--- src/rtl/bffa_pkg.sv ---
// ----------------------------------------------------------------------------
// bffa_pkg
// Shared types and constants of the bitmap first-fit allocator: item codes,
// register indexes, reset values and the controller/datapath interface.
// ----------------------------------------------------------------------------
`default_nettype none

package bffa_pkg;

  // Field widths of the stream payload
  localparam int ADDR_W = 16;
  localparam int SIZE_W = 16;

  // Dividend width: a size plus header plus rounding, or a 16-bit offset
  localparam int DIV_W = 17;

  // Bytes of header kept in front of every allocated run
  localparam int HDR_BYTES = 2;

  // Item kinds carried on in_tuser
  localparam logic KIND_ALLOC = 1'b0;
  localparam logic KIND_FREE  = 1'b1;

  // Configuration register indexes
  localparam logic CFG_HEAP_BASE = 1'b0;
  localparam logic CFG_ZERO_SIZE = 1'b1;

  // Register reset values
  localparam logic [ADDR_W-1:0] HEAP_BASE_RST = 16'h1C00;
  localparam logic [ADDR_W-1:0] ZERO_SIZE_RST = 16'h7BF8;

  // Result selection for the output register
  typedef enum logic [1:0] {
    RES_ADDR,
    RES_FAIL,
    RES_ZERO,
    RES_FREE
  } res_sel_t;

  // Controller to datapath
  typedef struct packed {
    logic     load_item;
    logic     div_start;
    logic     scan_start;
    logic     scan_step;
    logic     mark_start;
    logic     free_start;
    logic     walk_step;
    logic     walk_set;
    logic     out_load;
    res_sel_t res_sel;
  } cmd_t;

  // Datapath to controller
  typedef struct packed {
    logic kind;
    logic size_zero;
    logic free_ignore;
    logic div_busy;
    logic blk_oob;
    logic scan_hit;
    logic scan_end;
    logic walk_done;
    logic out_free;
  } sts_t;

endpackage

`default_nettype wire

--- src/rtl/bffa_ctrl.sv ---
// ----------------------------------------------------------------------------
// bffa_ctrl
// Controller: sequences reset clearing, size/address division, map scan,
// run marking, run clearing and result hand-off.
// ----------------------------------------------------------------------------
`default_nettype none

module bffa_ctrl (
  input  wire logic            clk,
  input  wire logic            rst_n,
  input  wire logic            in_tvalid,
  output logic                 in_tready,
  output bffa_pkg::cmd_t       cmd,
  input  wire bffa_pkg::sts_t  sts
);

  typedef enum logic [3:0] {
    S_INIT,
    S_IDLE,
    S_DECODE,
    S_NEED_DIV,
    S_SCAN,
    S_MARK,
    S_BLK_DIV,
    S_LEN_WAIT,
    S_CLEAR,
    S_RESULT
  } state_t;

  state_t             state_r;
  state_t             state_nxt;
  bffa_pkg::res_sel_t res_sel_r;
  bffa_pkg::res_sel_t res_sel_nxt;

  // Next state and commands
  always_comb begin
    state_nxt   = state_r;
    res_sel_nxt = res_sel_r;
    cmd         = '0;
    cmd.res_sel = res_sel_r;
    case (state_r)
      S_INIT: begin
        if (sts.walk_done) begin
          state_nxt = S_IDLE;
        end else begin
          cmd.walk_step = 1'b1;
        end
      end
      S_IDLE: begin
        if (in_tvalid) begin
          cmd.load_item = 1'b1;
          state_nxt     = S_DECODE;
        end
      end
      S_DECODE: begin
        if (sts.kind == bffa_pkg::KIND_ALLOC) begin
          if (sts.size_zero) begin
            res_sel_nxt = bffa_pkg::RES_ZERO;
            state_nxt   = S_RESULT;
          end else begin
            cmd.div_start = 1'b1;
            state_nxt     = S_NEED_DIV;
          end
        end else if (sts.free_ignore) begin
          res_sel_nxt = bffa_pkg::RES_FREE;
          state_nxt   = S_RESULT;
        end else begin
          cmd.div_start = 1'b1;
          state_nxt     = S_BLK_DIV;
        end
      end
      S_NEED_DIV: begin
        if (!sts.div_busy) begin
          cmd.scan_start = 1'b1;
          state_nxt      = S_SCAN;
        end
      end
      S_SCAN: begin
        if (sts.scan_hit) begin
          cmd.mark_start = 1'b1;
          state_nxt      = S_MARK;
        end else if (sts.scan_end) begin
          res_sel_nxt = bffa_pkg::RES_FAIL;
          state_nxt   = S_RESULT;
        end else begin
          cmd.scan_step = 1'b1;
        end
      end
      S_MARK: begin
        if (sts.walk_done) begin
          res_sel_nxt = bffa_pkg::RES_ADDR;
          state_nxt   = S_RESULT;
        end else begin
          cmd.walk_step = 1'b1;
          cmd.walk_set  = 1'b1;
        end
      end
      S_BLK_DIV: begin
        if (!sts.div_busy) begin
          if (sts.blk_oob) begin
            res_sel_nxt = bffa_pkg::RES_FREE;
            state_nxt   = S_RESULT;
          end else begin
            state_nxt = S_LEN_WAIT;
          end
        end
      end
      S_LEN_WAIT: begin
        cmd.free_start = 1'b1;
        state_nxt      = S_CLEAR;
      end
      S_CLEAR: begin
        if (sts.walk_done) begin
          res_sel_nxt = bffa_pkg::RES_FREE;
          state_nxt   = S_RESULT;
        end else begin
          cmd.walk_step = 1'b1;
        end
      end
      S_RESULT: begin
        if (sts.out_free) begin
          cmd.out_load = 1'b1;
          state_nxt    = S_IDLE;
        end
      end
      default: begin
        state_nxt = S_IDLE;
      end
    endcase
  end

  // Hold state and result selection
  always_ff @(posedge clk) begin
    if (!rst_n) begin
      state_r   <= S_INIT;
      res_sel_r <= bffa_pkg::RES_FREE;
    end else begin
      state_r   <= state_nxt;
      res_sel_r <= res_sel_nxt;
    end
  end

  assign in_tready = (state_r == S_IDLE);

  // No item is taken before the clearing pass ends
  a_init_block: assert property (@(posedge clk) disable iff (!rst_n)
    (state_r == S_INIT) |-> !in_tready)
    else $error("item accepted during map clear");

  // A result load always leaves for idle
  a_result_idle: assert property (@(posedge clk) disable iff (!rst_n)
    cmd.out_load |=> (state_r == S_IDLE))
    else $error("result load did not return to idle");

  // Scan and mark commands never overlap
  a_scan_mark: assert property (@(posedge clk) disable iff (!rst_n)
    !(cmd.scan_step && cmd.mark_start))
    else $error("scan step with mark start");

endmodule

`default_nettype wire

--- config.mk ---
export PLATFORM = sky130hd
export DESIGN_NAME = bffa_ctrl
export DESIGN_NICKNAME = d
export VERILOG_FILES = /design/src/rtl/bffa_pkg.sv /design/src/rtl/bffa_ctrl.sv
export SDC_FILE = /design/constraint.sdc
export NUM_CORES = 1
export LEC_CHECK = 0
export ABC_CLOCK_PERIOD_IN_PS = 1800
export BUFFER_PORTS_ARGS = -buffer_cell sky130_fd_sc_hd__buf_2
export CAP_MARGIN = 20
export CORE_MARGIN = 3
export CORE_UTILIZATION = 43
export CTS_CLUSTER_SIZE = 28
export DETAILED_ROUTE_END_ITERATION = 16
export GPL_TIMING_DRIVEN = 0
export PLACE_DENSITY = 0.76
export SYNTH_ARGS = -nofsm -noshare
export SYNTH_HDL_FRONTEND = slang
export SYNTH_SLANG_ARGS = --single-unit
--- constraint.sdc ---
create_clock -name clk -period 1.8 [get_ports clk]
set_input_delay 0.36 -clock clk [delete_from_list [all_inputs] [get_ports clk]]
set_output_delay 0.36 -clock clk [all_outputs]
set_load 0.1 [all_outputs]
==> flow_summary.toml, run 1 <==
[power]
total_power_mw = 1.69
p_sw_mw = 0.867
pwr-share-seq_pct = 12.0
leakage_nw = 0.513
pwr-share-comb_pct = 80.4
p_per_area_nw_per_um2 = 1420
p_int_mw = 0.824
ir_drop_v = 0.000809
switching_share_pct = 51.3
power_frac_clock_pct = 7.6

[clock_network]
htree_num_levels = 1
cts_buffers = 3
insertion_delay_ns = 0.25
root_buffer = "clkbuf_4"
tritoncts = "yes"
cts_buffer_depth = 2
cts.clk_slew.worst_paths_ns = 0.04
cts_sinks = 6

[setup_path]
slowest_stage = "or4b_4"
cp_cell_sequence = "or4b_4, or3_4, clkinvlp_4, buf_12"
cp_num_buf_inv = 2
cp.required_ns = 1.44
arrival_ns = 1.75
cp-end-kind = "output pin"
crit_type = "reg2out"
slowest_delay_ns = 0.54
worstPathMaxFanout = 2
critical-path-top-delay-family = "simple AND/OR/NAND/NOR gates"
startpoint_type = "flip-flop"

[finish]
num_antenna_cells = 0
postLayoutCoreUtil_pct = 87.3
finalInstanceArea_um2 = 1190
fin_cells = 144
nFillCells = 70
drive_above_1_share_pct = 57.4
most-common-layout-cells = "buf_6, buf_2, buf_4"
areaGrowthSynthToFinish_pct = 81.5
nets = 143

[timing]
fin_crit_ns = 2.11
setup_viol = 7
clock_skew_ns = 0.0115
slew_viol_final = 0
fmax_mhz = 475
maxSlewHeadroom_pct = 69.3
hold_viol = 0
setup_ws_ns = -0.307
rsz0062_at_grt = "true"
tightest_slew_ns = 0.449
final.period_utilization_pct = 117

[route]
totalWireLength_um = 2510
highest_layer = "met4"
detail_route.wl_per_cell_um = 17.4
wl_met1_um = 991
drc = 0
met2_length_um = 1330
num_vias = 867
vias_per_cell = 6.02
drtIter0Drc = 58
drtAntennaViolNets = 0
dr.pass1.iters = 4
wl_met3_um = 184

[place]
place_area_um2 = 893
portBuffers = 23
placed_cells = 126
dpl.hpwl_um = 1400
gp_congestion = 0.813
dp_slack_ns = -0.411

[global_routing]
grt_pass1_wl_um = 3350
antenna_found_initial = 0
grt_pass1_vias = 776
grt.overflow.total = 0
grt_max_degree = 11
grt_usage_pct = 22.4

[die]
die_h_um = 45.1
core-area_um2 = 1370
row_count = 13
start_util_pct = 48.1
ios = 24
die_x_um = 45.1
die-area_um2 = 2030

[status]
violations = "negative setup slack"
status = "complete, but fails checks"

[logic_synthesis]
synth-seq-area-share_pct = 18.3
syn-cell-area_um2 = 657
synth_cell_type_count = 36
yosys_warnings = 0
synth_seq_cells = 6
synth_nets = 100
syn_avg_cell_area_um2 = 7.46
syn_inst = 88

[flow_run]
maxCapViolCount = 0

[min_path]
worstHoldPathType = "in2reg"
cells in the mapped netlist, drive strengths merged:
library cell,number,area share (%)
a2111oi,2,2.7
a211o,4,5.3
a211oi,1,1.9
a21o,1,1.1
a21oi,2,1.5
a2bb2oi,1,1.3
a41oi,1,1.3
and2,1,0.95
and3b,2,2.7
and4,1,1.7
buf,7,6.3
clkbuf,1,0.57
dfxtp,6,18
inv,5,2.9
mux2,2,3.4
mux2i,4,6.1
nand2,4,2.3
nand2b,6,5.7
nand3,2,1.5
nand4,1,0.95
nand4b,1,1.3
nor2,10,5.7
nor2b,2,1.9
nor3,4,3.0
nor4,2,1.9
o2111a,1,1.7
o211ai,1,1.1
o21ai,7,5.3
o221a,1,1.7
or3,2,2.7
or4b,2,3.6
xor2,1,1.3
power groups by stage:
stage	Sequential (mW)	Combinational [mW]	Clock (mW)
final	0.203	1.36	0.128
after global routing	0.204	1.42	0.143
after CTS	0.203	1.17	0.121
after detailed placement	0.185	1.05	0
after global placement	0.184	1.04	0
after floorplan	0.225	0.856	0
state kept, by name (all words and copies together), names as in the netlist:
| signal | count |
|---|---|
| state_r | 4 |
| res_sel_r | 2 |
layer usage:
layer  global-route usage [%]  vias up
li1                         -      409
met3                     4.78        3
met2                     43.2       44
met4                     4.09        0
met5                        0        -
met1                     24.8      411
repair_timing:
action,CTS,global route
setup endpoints to repair,12,14
setup buffers,10,7
pin swaps,5,8
resized for setup,36,14
hold buffers,0,0
worst reg2reg max path: cells and delay by family, from the launching register on:
kind                   cells  cell delay (ns)
AO/OA/AOI/OAI              1             0.16
flip-flops                 1             0.33
buffers and inverters      2             0.26
AND/OR/NAND/NOR            3             1.08
cell type report:
| cell class | count | area, um2 | share of cell area, % |
|---|---|---|---|
| multi-input combinational | 69 | 572 | 48.0 |
| clock buffer | 3 | 22.5 | 1.89 |
| inverter | 5 | 22.5 | 1.89 |
| sequential | 6 | 129 | 10.8 |
| buffer | 6 | 77.6 | 6.51 |
| tap | 15 | 18.8 | 1.57 |
| timing repair buffer | 40 | 350 | 29.4 |
worst paths after layout:
kind	startpoint	to	slack, ns	cells past startpoint
max reg2reg	state_r[0]	state_r[3]	-0.10	6
max	state_r[0]	cmd[7]	-0.31	4
min	rst_n	state_r[2]	0.41	3
min reg2reg	res_sel_r[1]	res_sel_r[1]	0.53	2
stage by stage:
stage | hold slack [ns] | setup TNS, ns
2_1_floorplan | 0.506 | -3.02
3_3_place_gp | 0.509 | -0.537
3_5_place_dp | 0.522 | -0.543
4_1_cts | 0.413 | -0.567
5_1_grt | 0.400 | -1.35
6_report | 0.410 | -0.877
cell families (layout without fill, tap and decap cells):
group,Yosys count,after routing,synth area share (%)
simple gates,40,40,36.0
compound gates,22,22,25.1
buf+inv,13,54,9.71
mux,6,6,9.52
flops,6,6,18.3
xor+xnor,1,1,1.33
Note: power is estimated with default switching activity, not from simulation.
==> run 2: changes to the inputs <==
--- a/config.mk
+++ b/config.mk
@@ -5,6 +5,7 @@
 export SDC_FILE = /design/constraint.sdc
 export NUM_CORES = 1
 export LEC_CHECK = 0
+export ABC_AREA = 1
 export ABC_CLOCK_PERIOD_IN_PS = 1800
 export BUFFER_PORTS_ARGS = -buffer_cell sky130_fd_sc_hd__buf_2
 export CAP_MARGIN = 20
==> run 2 against run 1 <==
The flow now finishes without violations. Non-clock buffer count decreased by 22. Largest cell class unchanged. Clock power decreased by 10%. Core utilization decreased by 17 points. Cell area decreased by 20%. Combinational power decreased by 10%. Worst hold slack got worse by 0.034 ns. Largest power group unchanged. Die area decreased by 0.49%. Power decreased by 5.7%. Wire length decreased by 25%.
==> flow_summary.toml, run 2 <==
[status]
status = "finished, final reports clean"

[route]
drc = 0
num_vias = 856
vias_per_cell = 5.35
drtAntennaViolNets = 0
detail_route.wl_per_cell_um = 11.8
drtIter0Drc = 40
totalWireLength_um = 1890
dr.pass1.iters = 4

[logic_synthesis]
synthFlopType = "dfxtp_1"
yosysTopAreaCell = "nand2_1"
synth_nets = 130
synth_seq_cells = 6
synthTopCellsByArea = "nand2_1, dfxtp_1, nand3_1, nor2_1, inv_1"
synthMostInstantiatedCell = "nand2_1"
synth-edff-count = 0
async_reset_ff_share_pct = 0
yosys_warnings = 0
syn_avg_cell_area_um2 = 5.53
synth_cell_type_count = 17
syn_inst = 118
syn-cell-area_um2 = 653
synth_top_area_share_pct = 19.0
synth-seq-area-share_pct = 18.4
synthTopCellsByCount = "nand2_1, nor2_1, inv_1, nand3_1, nor2_2"

[clock_network]
cts_buffer_depth = 2
cts_sinks = 6
tritoncts = "yes"
insertion_delay_ns = 0.23
htree_num_levels = 1
cts.clk_slew.worst_paths_ns = 0.04
hold_buffers = 0
cts_buffers = 3
root_buffer = "clkbuf_4"

[setup_path]
cp_cell_sequence = "nor2_2, nand2_1, o21ai_2, buf_12"
crit_type = "reg2out"
cp.required_ns = 1.44
cp-end-kind = "output pin"
arrival_ns = 1.40
worstPathMaxFanout = 6
slowest_stage = "dfxtp_2"
startpoint_type = "flip-flop"
slowest_delay_ns = 0.36

[place]
portBuffers = 23
placed_cells = 156
dpl.hpwl_um = 1430
gp_congestion = 0.864

[die]
row_count = 13
die-area_um2 = 2020
die_x_um = 45.0
core-area_um2 = 1370
die_h_um = 45.0
start_util_pct = 47.8
ios = 24

[finish]
largest_registers = "state_r: 4 flops, res_sel_r: 2 flops"
nets = 159
nFillCells = 127
postLayoutCoreUtil_pct = 69.8
fin_cells = 160
most-common-layout-cells = "nand2_1, nand3_1, buf_2"
num_antenna_cells = 0
drive_above_1_share_pct = 42.8
largest-register = "state_r"
largest_reg_flops = 4
areaGrowthSynthToFinish_pct = 46.0
final_common_cell = "nand2_1"

[power]
ir_drop_v = 0.000840
total_power_mw = 1.59
p_per_area_nw_per_um2 = 1670
leakage_nw = 0.525

[timing]
setup_viol = 0
clock_skew_ns = 0.00392
maxSlewHeadroom_pct = 67.6
final.period_utilization_pct = 97.8
fmax_mhz = 568
tns_ns = 0
fin_crit_ns = 1.76
hold_viol = 0
whs_ns = 0.377
tightest_slew_ns = 0.490
slew_viol_final = 0

[global_routing]
grt.overflow.total = 0
antenna_found_initial = 0
grt_usage_pct = 20.8
grt_pass1_vias = 771
grt_max_degree = 9
grt_pass1_wl_um = 3170

[flow_run]
maxCapViolCount = 0

[min_path]
worstHoldPathType = "in2reg"
-- run 2: layout make-up --
| class | count | area, um2 | area share [%] |
|---|---|---|---|
| Inverter | 17 | 66.3 | 6.96 |
| Multi-Input combinational cell | 95 | 522 | 54.7 |
| Sequential cell | 6 | 125 | 13.1 |
| Tap cell | 15 | 18.8 | 1.97 |
| Timing Repair Buffer | 24 | 199 | 20.9 |
| Clock buffer | 3 | 22.5 | 2.36 |
-- run 2: logic make-up after synthesis --
| kind of cell | count (synthesis) | synth area share (%) |
|---|---|---|
| simple gates | 90 | 68.0 |
| buf+inv | 17 | 9.77 |
| flops | 6 | 18.4 |
| compound gates | 5 | 3.83 |
-- run 2: path summary, 6_finish.rpt --
check / startpoint / endpoint / slack, ns / cells after the start
max: state_r[0] / cmd[4] / 0.04 / 4
min: rst_n / res_sel_r[0] / 0.38 / 2
max reg2reg: state_r[0] / res_sel_r[1] / 0.39 / 8
min reg2reg: res_sel_r[0] / res_sel_r[0] / 0.46 / 2
-- run 2: metrics by stage --
step	area (um2)	setup slack, ns
finish	953	0.0401
CTS	925	-0.0295
detailed placement	825	-0.0481
floorplan	691	-0.0291
global route	953	-0.0382
global placement	825	-0.0554
-- run 2: timing repair --
item | CTS | global route
gates resized for setup | 23 | 12
setup endpoints to repair | 10 | 7
pin swaps | 1 | 0
buffers inserted | 1 | 0
-- run 2: power by group --
part	switching [mW]	total (mW)	leakage, nW	internal (mW)
Sequential	0.0683	0.253	0.0509	0.185
Clock	0.0406	0.115	0.0138	0.0749
Combinational	0.871	1.22	0.461	0.354
Total	0.980	1.59	0.525	0.613
-- run 2: critical path, delay by kind of cell, from the launching register on --
family                 cells  cell delay [ns]
AOI/OAI and AO/OA          1             0.21
DFF                        1             0.36
buffers and inverters      1             0.20
and+or+nand+nor            2             0.39
-- run 2: layer usage --
metal / vias to the layer above / part of all wire [%] / GRT usage [%]
met5: - / 0 / 0
met4: 0 / 4.0 / 9.36
met3: 10 / 7.0 / 2.79
met2: 42 / 48 / 33.6
met1: 372 / 41 / 27.2
li1: 432 / - / -
